File: src/rtl/core/assert_macros.svh
// -----------------------------------------------------------------------------
// Assertion macros shared by the PID position drive RTL.
// Both expect a clock named clk and an active-low reset named rst_n in scope.
// -----------------------------------------------------------------------------
`ifndef ASSERT_MACROS_SVH
`define ASSERT_MACROS_SVH

// Condition must hold on every clock edge outside reset.
`define ASSERT_ALWAYS(label, cond, msg) \
    label: assert property (@(posedge clk) disable iff (!rst_n) (cond)) \
        else $error(msg);

// Consequent must hold in the same cycle as the antecedent.
`define ASSERT_IMPLIES(label, ante, cons, msg) \
    label: assert property (@(posedge clk) disable iff (!rst_n) (ante) |-> (cons)) \
        else $error(msg);

`endif

File: src/rtl/core/ppmd_pkg.sv
// -----------------------------------------------------------------------------
// ppmd_pkg
// Widths, codes and shared types of the PID position motor drive.
// -----------------------------------------------------------------------------
package ppmd_pkg;

    localparam int ACC_W      = 128;  // exact PID sum accumulator
    localparam int MPL_W      = 64;   // serial multiplier operand
    localparam int CNT_W      = 7;    // bit counter of the serial MAC
    localparam int DIV_BITS   = 52;   // |diff * 1e6| < 2^52
    localparam int DIV_CNT_W  = 6;
    localparam int DERIV_W    = DIV_BITS + 1;
    localparam int ERR_W      = 32;
    localparam int GAIN_W     = 32;
    localparam int KI_W       = 48;
    localparam int INTEG_W    = 64;
    localparam int US_W       = 20;
    localparam int PD_SHIFT   = 24;   // P and D terms sit 2^24 above the I term
    localparam int DRIVE_LSB  = 40;   // drive = S >> 40
    localparam int DRIVE_W    = 8;
    localparam int DIR_W      = 2;
    localparam int CFG_ADDR_W = 2;
    localparam int CFG_DATA_W = 48;
    localparam int OUT_DATA_W = 16;

    localparam logic [US_W-1:0]    US_PER_S  = 20'd1000000;
    localparam logic [GAIN_W-1:0]  KP_RESET  = 32'd131072;
    localparam logic [DRIVE_W-1:0] DRIVE_MAX = 8'd255;

    localparam logic [CFG_ADDR_W-1:0] REG_TARGET = 2'd0;
    localparam logic [CFG_ADDR_W-1:0] REG_KP     = 2'd1;
    localparam logic [CFG_ADDR_W-1:0] REG_KI     = 2'd2;
    localparam logic [CFG_ADDR_W-1:0] REG_KD     = 2'd3;

    localparam logic [DIR_W-1:0] DIR_STOP = 2'd0;
    localparam logic [DIR_W-1:0] DIR_FWD  = 2'd1;
    localparam logic [DIR_W-1:0] DIR_REV  = 2'd2;

    typedef struct packed {
        logic             start;
        logic             clear;      // zero the accumulator on start
        logic             is_signed;  // top multiplier bit weighs negative
        logic [CNT_W-1:0] nbits;
    } mac_cmd_t;

    typedef struct packed {
        logic busy;
        logic done;
    } unit_sts_t;

    typedef enum logic [8:0] {
        S_IDLE = 9'b000000001,
        S_PREP = 9'b000000010,
        S_MINT = 9'b000000100,
        S_MDIF = 9'b000001000,
        S_DIV  = 9'b000010000,
        S_MKP  = 9'b000100000,
        S_MKD  = 9'b001000000,
        S_MKI  = 9'b010000000,
        S_FIN  = 9'b100000000
    } state_t;

endpackage

File: src/rtl/core/ppmd_serial_mac.sv
// -----------------------------------------------------------------------------
// ppmd_serial_mac
// Bit-serial multiply-accumulate: one multiplier bit per cycle, LSB first.
// -----------------------------------------------------------------------------
`include "assert_macros.svh"

module ppmd_serial_mac (
    input  logic                          clk,
    input  logic                          rst_n,
    input  ppmd_pkg::mac_cmd_t            cmd,
    input  logic [ppmd_pkg::ACC_W-1:0]    mcand,
    input  logic [ppmd_pkg::MPL_W-1:0]    mplier,
    output logic [ppmd_pkg::ACC_W-1:0]    acc,
    output ppmd_pkg::unit_sts_t           sts
);
    import ppmd_pkg::*;

    logic [ACC_W-1:0] mc_reg, mc_next;
    logic [MPL_W-1:0] mp_reg, mp_next;
    logic [ACC_W-1:0] acc_reg, acc_next;
    logic [CNT_W-1:0] cnt_reg, cnt_next;
    logic             sign_reg, sign_next;
    logic             busy_reg, busy_next;
    logic             done_reg, done_next;

    logic             last_bit;
    logic             sub;
    logic [ACC_W-1:0] step_sum;

    assign last_bit = (cnt_reg == CNT_W'(1));
    // two's-complement multiplier: its top bit is subtracted
    assign sub      = last_bit & sign_reg;
    assign step_sum = acc_reg + (mc_reg ^ {ACC_W{sub}}) + ACC_W'(sub);

    always_comb
    begin
        mc_next   = mc_reg;
        mp_next   = mp_reg;
        acc_next  = acc_reg;
        cnt_next  = cnt_reg;
        sign_next = sign_reg;
        busy_next = busy_reg;
        done_next = 1'b0;
        if (cmd.start)
        begin
            mc_next   = mcand;
            mp_next   = mplier;
            cnt_next  = cmd.nbits;
            sign_next = cmd.is_signed;
            busy_next = 1'b1;
            if (cmd.clear)
            begin
                acc_next = '0;
            end
        end
        else if (busy_reg)
        begin
            if (mp_reg[0])
            begin
                acc_next = step_sum;
            end
            mc_next  = {mc_reg[ACC_W-2:0], 1'b0};
            mp_next  = {1'b0, mp_reg[MPL_W-1:1]};
            cnt_next = cnt_reg - CNT_W'(1);
            if (last_bit)
            begin
                busy_next = 1'b0;
                done_next = 1'b1;
            end
        end
    end

    always_ff @(posedge clk or negedge rst_n)
    begin
        if (!rst_n)
        begin
            cnt_reg  <= '0;
            sign_reg <= 1'b0;
            busy_reg <= 1'b0;
            done_reg <= 1'b0;
        end
        else
        begin
            cnt_reg  <= cnt_next;
            sign_reg <= sign_next;
            busy_reg <= busy_next;
            done_reg <= done_next;
        end
    end

    always_ff @(posedge clk)
    begin
        mc_reg  <= mc_next;
        mp_reg  <= mp_next;
        acc_reg <= acc_next;
    end

    assign acc      = acc_reg;
    assign sts.busy = busy_reg;
    assign sts.done = done_reg;

    `ASSERT_IMPLIES(a_mac_no_restart, cmd.start, !busy_reg, "MAC started while busy")
    `ASSERT_IMPLIES(a_mac_done_after_run, done_reg, $past(busy_reg) && !busy_reg,
                    "MAC done without a finished run")

endmodule

File: src/rtl/core/ppmd_serial_div.sv
// -----------------------------------------------------------------------------
// ppmd_serial_div
// Restoring unsigned divider, one quotient bit per cycle.
// -----------------------------------------------------------------------------
`include "assert_macros.svh"

module ppmd_serial_div #(
    parameter int DIVISOR_W = 20
) (
    input  logic                            clk,
    input  logic                            rst_n,
    input  logic                            start,
    input  logic [ppmd_pkg::DIV_BITS-1:0]   dividend,
    input  logic [DIVISOR_W-1:0]            divisor,
    output logic [ppmd_pkg::DIV_BITS-1:0]   quotient,
    output ppmd_pkg::unit_sts_t             sts
);
    import ppmd_pkg::*;

    // dividend shifts out the top while quotient bits shift in below
    logic [DIV_BITS-1:0]  dq_reg, dq_next;
    logic [DIVISOR_W-1:0] rem_reg, rem_next;
    logic [DIVISOR_W-1:0] dsr_reg, dsr_next;
    logic [DIV_CNT_W-1:0] cnt_reg, cnt_next;
    logic                 busy_reg, busy_next;
    logic                 done_reg, done_next;

    logic [DIVISOR_W:0]   trial;
    logic [DIVISOR_W:0]   trial_sub;
    logic                 fits;

    assign trial     = {rem_reg, dq_reg[DIV_BITS-1]};
    assign trial_sub = trial - {1'b0, dsr_reg};
    assign fits      = (trial >= {1'b0, dsr_reg});

    always_comb
    begin
        dq_next   = dq_reg;
        rem_next  = rem_reg;
        dsr_next  = dsr_reg;
        cnt_next  = cnt_reg;
        busy_next = busy_reg;
        done_next = 1'b0;
        if (start)
        begin
            dq_next   = dividend;
            rem_next  = '0;
            dsr_next  = divisor;
            cnt_next  = DIV_CNT_W'(DIV_BITS);
            busy_next = 1'b1;
        end
        else if (busy_reg)
        begin
            rem_next = fits ? trial_sub[DIVISOR_W-1:0] : trial[DIVISOR_W-1:0];
            dq_next  = {dq_reg[DIV_BITS-2:0], fits};
            cnt_next = cnt_reg - DIV_CNT_W'(1);
            if (cnt_reg == DIV_CNT_W'(1))
            begin
                busy_next = 1'b0;
                done_next = 1'b1;
            end
        end
    end

    always_ff @(posedge clk or negedge rst_n)
    begin
        if (!rst_n)
        begin
            cnt_reg  <= '0;
            busy_reg <= 1'b0;
            done_reg <= 1'b0;
        end
        else
        begin
            cnt_reg  <= cnt_next;
            busy_reg <= busy_next;
            done_reg <= done_next;
        end
    end

    always_ff @(posedge clk)
    begin
        dq_reg  <= dq_next;
        rem_reg <= rem_next;
        dsr_reg <= dsr_next;
    end

    assign quotient = dq_reg;
    assign sts.busy = busy_reg;
    assign sts.done = done_reg;

    `ASSERT_IMPLIES(a_div_no_restart, start, !busy_reg, "divider started while busy")

endmodule

File: src/rtl/core/pid_position_motor_drive.sv
// -----------------------------------------------------------------------------
// pid_position_motor_drive - fixed-point PID position controller, serial datapath
// Processing: each item runs through the bit-serial MAC (five products) and, unless
//   elapsed_us is zero (the divide is skipped), the 52-step divider; s_axis_tready
//   stays low until the result is registered, so one item is processed at a time.
// Reset: rst_n clears previous error and integral, loads the register defaults.
// -----------------------------------------------------------------------------
`include "assert_macros.svh"

module pid_position_motor_drive #(
    parameter int TIME_WIDTH = 20
) (
    input  logic                                   clk,
    input  logic                                   rst_n,
    // configuration write port
    input  logic                                   cfg_we,
    input  logic [ppmd_pkg::CFG_ADDR_W-1:0]        cfg_addr,
    input  logic [ppmd_pkg::CFG_DATA_W-1:0]        cfg_data,
    // input stream
    input  logic                                   s_axis_tvalid,
    output logic                                   s_axis_tready,
    // tdata: [31:0] encoder_count, [32 +: TIME_WIDTH] elapsed_us, zero pad
    input  logic [((ppmd_pkg::ERR_W+TIME_WIDTH+7)/8)*8-1:0] s_axis_tdata,
    // output stream
    output logic                                   m_axis_tvalid,
    input  logic                                   m_axis_tready,
    // tdata: [1:0] direction, [9:2] drive_magnitude, [10] move_done, zero pad
    output logic [ppmd_pkg::OUT_DATA_W-1:0]        m_axis_tdata
);
    import ppmd_pkg::*;

    // configuration registers
    logic [ERR_W-1:0]  target_reg, target_next;
    logic [GAIN_W-1:0] kp_reg, kp_next;
    logic [KI_W-1:0]   ki_reg, ki_next;
    logic [GAIN_W-1:0] kd_reg, kd_next;

    // controller state
    state_t              state_reg, state_next;
    logic [ERR_W-1:0]    prev_reg, prev_next;
    logic [INTEG_W-1:0]  integ_reg, integ_next;
    logic                m_valid_reg, m_valid_next;

    // per-item working registers
    logic [ERR_W-1:0]      e_reg, e_next;
    logic [TIME_WIDTH-1:0] dt_reg, dt_next;
    logic [ERR_W:0]        diff_reg, diff_next;
    logic [DERIV_W-1:0]    deriv_reg, deriv_next;
    logic                  neg_reg, neg_next;
    logic [OUT_DATA_W-1:0] out_data_reg, out_data_next;

    // serial units
    mac_cmd_t            mac_cmd;
    logic [ACC_W-1:0]    mac_mcand;
    logic [MPL_W-1:0]    mac_mplier;
    logic [ACC_W-1:0]    mac_acc;
    unit_sts_t           mac_sts;
    logic                div_start;
    logic [DIV_BITS-1:0] div_q;
    unit_sts_t           div_sts;

    // input fields
    logic [ERR_W-1:0]      in_pos;
    logic [TIME_WIDTH-1:0] in_dt;

    // error, saturated to 32 bits
    logic [ERR_W:0]   err_wide;
    logic [ERR_W-1:0] err_sat;

    logic [ERR_W:0]   diff_wide;

    // integral update from e * dt
    logic [INTEG_W-1:0] prod64;
    logic [INTEG_W:0]   int_sum;
    logic [INTEG_W-1:0] int_sat;

    // divide operands and signed derivative
    logic [INTEG_W-1:0] prod_mag;
    logic [DERIV_W-1:0] deriv_val;

    // MAC operands of the three PID products
    logic [ACC_W-1:0] kp_mcand;
    logic [ACC_W-1:0] kd_mcand;
    logic [ACC_W-1:0] ki_mcand;

    // final drive
    logic [ACC_W-1:0]   s_mag;
    logic               drive_over;
    logic [DRIVE_W-1:0] drive_q;
    logic               drive_zero;
    logic [DIR_W-1:0]   drive_dir;

    assign in_pos = s_axis_tdata[ERR_W-1:0];
    assign in_dt  = s_axis_tdata[ERR_W +: TIME_WIDTH];

    assign err_wide = {target_reg[ERR_W-1], target_reg} - {in_pos[ERR_W-1], in_pos};
    always_comb
    begin
        if (err_wide[ERR_W] != err_wide[ERR_W-1])
        begin
            err_sat = err_wide[ERR_W] ? {1'b1, {(ERR_W-1){1'b0}}}
                                      : {1'b0, {(ERR_W-1){1'b1}}};
        end
        else
        begin
            err_sat = err_wide[ERR_W-1:0];
        end
    end

    // difference of two saturated errors always fits 33 bits
    assign diff_wide = {e_reg[ERR_W-1], e_reg} - {prev_reg[ERR_W-1], prev_reg};

    assign prod64  = mac_acc[INTEG_W-1:0];
    assign int_sum = {integ_reg[INTEG_W-1], integ_reg} + {prod64[INTEG_W-1], prod64};
    always_comb
    begin
        if (int_sum[INTEG_W] != int_sum[INTEG_W-1])
        begin
            int_sat = int_sum[INTEG_W] ? {1'b1, {(INTEG_W-1){1'b0}}}
                                       : {1'b0, {(INTEG_W-1){1'b1}}};
        end
        else
        begin
            int_sat = int_sum[INTEG_W-1:0];
        end
    end

    // divide magnitudes, quotient sign follows the error difference
    assign prod_mag  = prod64[INTEG_W-1] ? (INTEG_W'(0) - prod64) : prod64;
    assign deriv_val = neg_reg ? (DERIV_W'(0) - {1'b0, div_q}) : {1'b0, div_q};

    // P and D terms carry the 2^24 weight in the multiplicand
    assign kp_mcand = {{(ACC_W-GAIN_W-PD_SHIFT){kp_reg[GAIN_W-1]}}, kp_reg,
                       {PD_SHIFT{1'b0}}};
    assign kd_mcand = {{(ACC_W-DERIV_W-PD_SHIFT){deriv_reg[DERIV_W-1]}}, deriv_reg,
                       {PD_SHIFT{1'b0}}};
    assign ki_mcand = {{(ACC_W-INTEG_W){integ_reg[INTEG_W-1]}}, integ_reg};

    // drive = trunc(S / 2^40) clamped: work on |S| so truncation goes toward zero
    assign s_mag      = mac_acc[ACC_W-1] ? (ACC_W'(0) - mac_acc) : mac_acc;
    assign drive_over = |s_mag[ACC_W-1:DRIVE_LSB+DRIVE_W];
    assign drive_q    = drive_over ? DRIVE_MAX : s_mag[DRIVE_LSB +: DRIVE_W];
    assign drive_zero = (drive_q == '0);
    assign drive_dir  = drive_zero ? DIR_STOP : (mac_acc[ACC_W-1] ? DIR_REV : DIR_FWD);

    always_comb
    begin
        target_next   = target_reg;
        kp_next       = kp_reg;
        ki_next       = ki_reg;
        kd_next       = kd_reg;
        state_next    = state_reg;
        prev_next     = prev_reg;
        integ_next    = integ_reg;
        m_valid_next  = m_valid_reg;
        e_next        = e_reg;
        dt_next       = dt_reg;
        diff_next     = diff_reg;
        deriv_next    = deriv_reg;
        neg_next      = neg_reg;
        out_data_next = out_data_reg;
        mac_cmd       = '0;
        mac_mcand     = '0;
        mac_mplier    = '0;
        div_start     = 1'b0;

        if (cfg_we)
        begin
            case (cfg_addr)
                REG_TARGET: target_next = cfg_data[ERR_W-1:0];
                REG_KP:     kp_next     = cfg_data[GAIN_W-1:0];
                REG_KI:     ki_next     = cfg_data[KI_W-1:0];
                REG_KD:     kd_next     = cfg_data[GAIN_W-1:0];
                default:    ;
            endcase
        end

        if (m_valid_reg && m_axis_tready)
        begin
            m_valid_next = 1'b0;
        end

        case (state_reg)
            S_IDLE:
            begin
                if (s_axis_tvalid)
                begin
                    e_next     = err_sat;
                    dt_next    = in_dt;
                    state_next = S_PREP;
                end
            end
            S_PREP:
            begin
                // e * dt for the integral
                diff_next         = diff_wide;
                prev_next         = e_reg;
                mac_cmd.start     = 1'b1;
                mac_cmd.clear     = 1'b1;
                mac_cmd.is_signed = 1'b0;
                mac_cmd.nbits     = CNT_W'(TIME_WIDTH);
                mac_mcand         = {{(ACC_W-ERR_W){e_reg[ERR_W-1]}}, e_reg};
                mac_mplier        = {{(MPL_W-TIME_WIDTH){1'b0}}, dt_reg};
                state_next        = S_MINT;
            end
            S_MINT:
            begin
                if (mac_sts.done)
                begin
                    // dt of zero gives a zero product: integral unchanged
                    integ_next        = int_sat;
                    mac_cmd.start     = 1'b1;
                    mac_cmd.clear     = 1'b1;
                    mac_cmd.is_signed = 1'b0;
                    mac_cmd.nbits     = CNT_W'(US_W);
                    mac_mcand         = {{(ACC_W-ERR_W-1){diff_reg[ERR_W]}}, diff_reg};
                    mac_mplier        = {{(MPL_W-US_W){1'b0}}, US_PER_S};
                    state_next        = S_MDIF;
                end
            end
            S_MDIF:
            begin
                if (mac_sts.done)
                begin
                    if (dt_reg == '0)
                    begin
                        // no time elapsed: derivative taken as zero
                        deriv_next        = '0;
                        mac_cmd.start     = 1'b1;
                        mac_cmd.clear     = 1'b1;
                        mac_cmd.is_signed = 1'b1;
                        mac_cmd.nbits     = CNT_W'(ERR_W);
                        mac_mcand         = kp_mcand;
                        mac_mplier        = {{(MPL_W-ERR_W){1'b0}}, e_reg};
                        state_next        = S_MKP;
                    end
                    else
                    begin
                        neg_next   = prod64[INTEG_W-1];
                        div_start  = 1'b1;
                        state_next = S_DIV;
                    end
                end
            end
            S_DIV:
            begin
                if (div_sts.done)
                begin
                    deriv_next        = deriv_val;
                    mac_cmd.start     = 1'b1;
                    mac_cmd.clear     = 1'b1;
                    mac_cmd.is_signed = 1'b1;
                    mac_cmd.nbits     = CNT_W'(ERR_W);
                    mac_mcand         = kp_mcand;
                    mac_mplier        = {{(MPL_W-ERR_W){1'b0}}, e_reg};
                    state_next        = S_MKP;
                end
            end
            S_MKP:
            begin
                if (mac_sts.done)
                begin
                    mac_cmd.start     = 1'b1;
                    mac_cmd.clear     = 1'b0;
                    mac_cmd.is_signed = 1'b1;
                    mac_cmd.nbits     = CNT_W'(GAIN_W);
                    mac_mcand         = kd_mcand;
                    mac_mplier        = {{(MPL_W-GAIN_W){1'b0}}, kd_reg};
                    state_next        = S_MKD;
                end
            end
            S_MKD:
            begin
                if (mac_sts.done)
                begin
                    mac_cmd.start     = 1'b1;
                    mac_cmd.clear     = 1'b0;
                    mac_cmd.is_signed = 1'b1;
                    mac_cmd.nbits     = CNT_W'(KI_W);
                    mac_mcand         = ki_mcand;
                    mac_mplier        = {{(MPL_W-KI_W){1'b0}}, ki_reg};
                    state_next        = S_MKI;
                end
            end
            S_MKI:
            begin
                if (mac_sts.done)
                begin
                    state_next = S_FIN;
                end
            end
            S_FIN:
            begin
                // wait for the output register to free up
                if (!m_valid_reg || m_axis_tready)
                begin
                    out_data_next = {{(OUT_DATA_W-DIR_W-DRIVE_W-1){1'b0}},
                                     drive_zero, drive_q, drive_dir};
                    m_valid_next  = 1'b1;
                    state_next    = S_IDLE;
                end
            end
            default:
            begin
                state_next = S_IDLE;
            end
        endcase
    end

    always_ff @(posedge clk or negedge rst_n)
    begin
        if (!rst_n)
        begin
            target_reg  <= '0;
            kp_reg      <= KP_RESET;
            ki_reg      <= '0;
            kd_reg      <= '0;
            state_reg   <= S_IDLE;
            prev_reg    <= '0;
            integ_reg   <= '0;
            m_valid_reg <= 1'b0;
        end
        else
        begin
            target_reg  <= target_next;
            kp_reg      <= kp_next;
            ki_reg      <= ki_next;
            kd_reg      <= kd_next;
            state_reg   <= state_next;
            prev_reg    <= prev_next;
            integ_reg   <= integ_next;
            m_valid_reg <= m_valid_next;
        end
    end

    always_ff @(posedge clk)
    begin
        e_reg        <= e_next;
        dt_reg       <= dt_next;
        diff_reg     <= diff_next;
        deriv_reg    <= deriv_next;
        neg_reg      <= neg_next;
        out_data_reg <= out_data_next;
    end

    ppmd_serial_mac u_mac (
        .clk    (clk),
        .rst_n  (rst_n),
        .cmd    (mac_cmd),
        .mcand  (mac_mcand),
        .mplier (mac_mplier),
        .acc    (mac_acc),
        .sts    (mac_sts)
    );

    ppmd_serial_div #(
        .DIVISOR_W (TIME_WIDTH)
    ) u_div (
        .clk      (clk),
        .rst_n    (rst_n),
        .start    (div_start),
        .dividend (prod_mag[DIV_BITS-1:0]),
        .divisor  (dt_reg),
        .quotient (div_q),
        .sts      (div_sts)
    );

    assign s_axis_tready = (state_reg == S_IDLE);
    assign m_axis_tvalid = m_valid_reg;
    assign m_axis_tdata  = out_data_reg;

    // the MAC and the divider take turns, never overlap
    `ASSERT_IMPLIES(a_units_exclusive, mac_sts.busy, !div_sts.busy,
                    "MAC and divider busy together")
    // a new item only enters with both serial units quiet
    `ASSERT_IMPLIES(a_accept_units_idle, s_axis_tvalid && s_axis_tready,
                    !mac_sts.busy && !div_sts.busy, "input taken while units busy")

endmodule
File: config.mk
export PLATFORM = sky130hd
export DESIGN_NAME = pid_position_motor_drive
export DESIGN_NICKNAME = d
export VERILOG_FILES = /design/src/rtl/core/ppmd_pkg.sv /design/src/rtl/core/ppmd_serial_mac.sv /design/src/rtl/core/ppmd_serial_div.sv /design/src/rtl/core/pid_position_motor_drive.sv
export VERILOG_INCLUDE_DIRS = /design/src /design/src/rtl/core
export SDC_FILE = /design/constraint.sdc
export NUM_CORES = 2
export LEC_CHECK = 0
export ABC_AREA = 1
export ABC_CLOCK_PERIOD_IN_PS = 12650
export BUFFER_PORTS_ARGS = -buffer_cell sky130_fd_sc_hd__buf_4
export CELL_PAD_IN_SITES_DETAIL_PLACEMENT = 0
export CELL_PAD_IN_SITES_GLOBAL_PLACEMENT = 1
export CORE_ASPECT_RATIO = 1.2
export CORE_MARGIN = 2
export CORE_UTILIZATION = 45
export CTS_CLUSTER_SIZE = 25
export DETAILED_ROUTE_END_ITERATION = 8
export PLACE_DENSITY_LB_ADDON = 0.08
export REMOVE_ABC_BUFFERS = 1
export SLEW_MARGIN = 30
export SYNTH_ARGS = -nofsm -noshare
export SYNTH_HDL_FRONTEND = slang
export SYNTH_HIERARCHICAL = 1
export SYNTH_SLANG_ARGS = --single-unit
File: constraint.sdc
create_clock -name clk -period 12.65 [get_ports clk]
set_input_delay 1.8975 -clock clk [delete_from_list [all_inputs] [get_ports clk]]
set_output_delay 1.8975 -clock clk [all_outputs]
set_load 0.01 [all_outputs]
==> flow_summary.yaml <==
timing:
  post-route-min-period_ps: 6040
  whs_ps: 456
  setup_ws_ps: 6610
  rsz0062_at_grt: "no"
  fmax_mhz: 166
  post-route-period-util_pct: 47.8
  finalSetupTns_ps: 0
  relSlewSlack_pct: 27.9
  tightestPinTransition_ps: 1080
  report.final.slew_viol_count: 0
  hold_viol: 0
  setup_viol: 0
  skew_ps: 44.7
final_layout:
  drive_gt1_share_pct: 6.68
  layout_commonest_cell: "nand2_1"
  nNetsFinal: 9082
  num_antenna_cells: 0
  final_cell_count_no_fill: 10569
  final_cell_area_um2: 67800
  mostFrequentLayoutCells: "nand2_1 (2270), nor2_1 (1073), inv_1 (1069)"
  syn2layout_area_growth_pct: 9.99
  final_util_pct: 49.9
logic_synthesis:
  yosys_warnings: 6
  synthCells: 8620
  syn_area_um2: 61700
  synth_area_per_cell_um2: 7.15
die:
  core_area_um2: 136000
  die_h_um: 410
  start_util_pct: 45.4
  rows: 148
  die_area_um2: 140000
  ios: 129
  dieWidth_um: 342
place:
  placed_cells: 10387
  gp_congestion: 1.04
  place_area_um2: 64400
  dp_hpwl_um: 204000
  io_buffers: 119
  dp_slack_ps: 6720
power:
  leakagePower_nw: 29.6
  p_per_area_nw_per_um2: 300
  power_mw: 20.3
  ir_worst_vdd_uv: 136
min_path:
  hp-class: "reg2reg"
  whs_path_depth: 0
  worstHoldEndpoint: "u_div/dsr_reg[4]"
  min-delay-start: "dt_reg[4]"
cts:
  holdBufCountCts: 0
  cts_tree: "built"
  ctsResizeCount: 0
  insertion_delay_ps: 780
  cts_root_buffer: "clkbuf_16"
  cts_sinks: 830
  htreeDepth: 3
  cts_buffers: 96
  clockBufferDepth: 3
  clk_pin_slew_worst_paths_ps: 60
  post_cts_buffers: 0
routing:
  drc: 0
  antenna_left: 0
  avgRoutedWirePerCell_um: 23.9
  dr.pass1.iters: 7
  vias: 58436
  avgViaCountPerCell: 5.53
  wirelength_um: 253000
  drt_iter0_drc: 4637
setup_path:
  r2r-end: "u_mac/acc[53]"
  reg2reg_from: "state_reg[1]"
  criticalPathCategory: "reg2reg"
  setup.worst_path.start_class: "register"
  reg2reg_slack_ps: 6610
  crit_required_ps: 13230
  endpoint_kind: "register"
  arrival_ps: 6620
  rr_worst_depth: 18
  critPathMaxFanout: 83
global_routing:
  antenna_found_initial: 0
  grt_pass1_vias: 55988
  grt-busiest-layer: "met2"
  grt_util_met3_pct: 4.41
  grt-ovfl-total: 0
  grtUsageMet2_pct: 62.2
  track_usage_pct: 35.6
  grt_pass1_wl_um: 367000
  grt_max_degree: 100
  use_met1_pct: 39.3
flow_run:
  maxCapViolCount: 0
status:
  outcome: "finished, final reports clean"
worst max path at each step:
stage / end / start / slack (ps) / depth (start not counted)
after floorplan: u_mac/acc[121] / state_reg[1] / -4500 / 10
after global placement: u_mac/acc[104] / state_reg[1] / 6570 / 16
after detailed placement: u_mac/acc[29] / state_reg[1] / 6720 / 18
after CTS: u_mac/acc[53] / state_reg[1] / 6630 / 18
after global routing: u_mac/acc[53] / state_reg[1] / 6230 / 18
final: u_mac/acc[53] / state_reg[1] / 6610 / 18
worst max-delay path, cell delays in order, from the launching register on:
cell and delay (ps):
dfrtp_1 400, nor2_1 160, inv_1 90, nor2_2 200
inv_2 70, nor4_4 510, buf_4 460, inv_2 290
o21ai_1 280, nor2_1 80, nand2_1 120, buf_4 250
nand4_1 110, buf_4 410, inv_6 610, buf_4 570
buf_4 640, o21ai_0 240, a21oi_1 200
layout make-up:
| cell class | instances | area, um2 |
|---|---|---|
| flip-flops and latches | 830 | 23400 |
| well taps | 1800 | 2250 |
| inverters | 1104 | 4160 |
| multi-input cells | 6483 | 33300 |
| clock buffers | 125 | 2660 |
| clock inverters | 57 | 714 |
| fillers | 13986 | 68100 |
| repair buffers | 170 | 1310 |
per-layer routing:
metal	up-vias	wire length (um)
li1	28505	-
met1	27354	93200
met2	1957	124000
met3	620	12700
met4	0	23200
met5	-	0
report_power, final:
group | switching, mW | leakage (nW) | total (mW) | internal (mW)
Combinational | 8.25 | 19.3 | 11.7 | 3.41
Clock | 1.29 | 1.63 | 3.04 | 1.75
Sequential | 1.24 | 8.68 | 5.62 | 4.38
No activity file was read; power rests on OpenSTA's default activity.
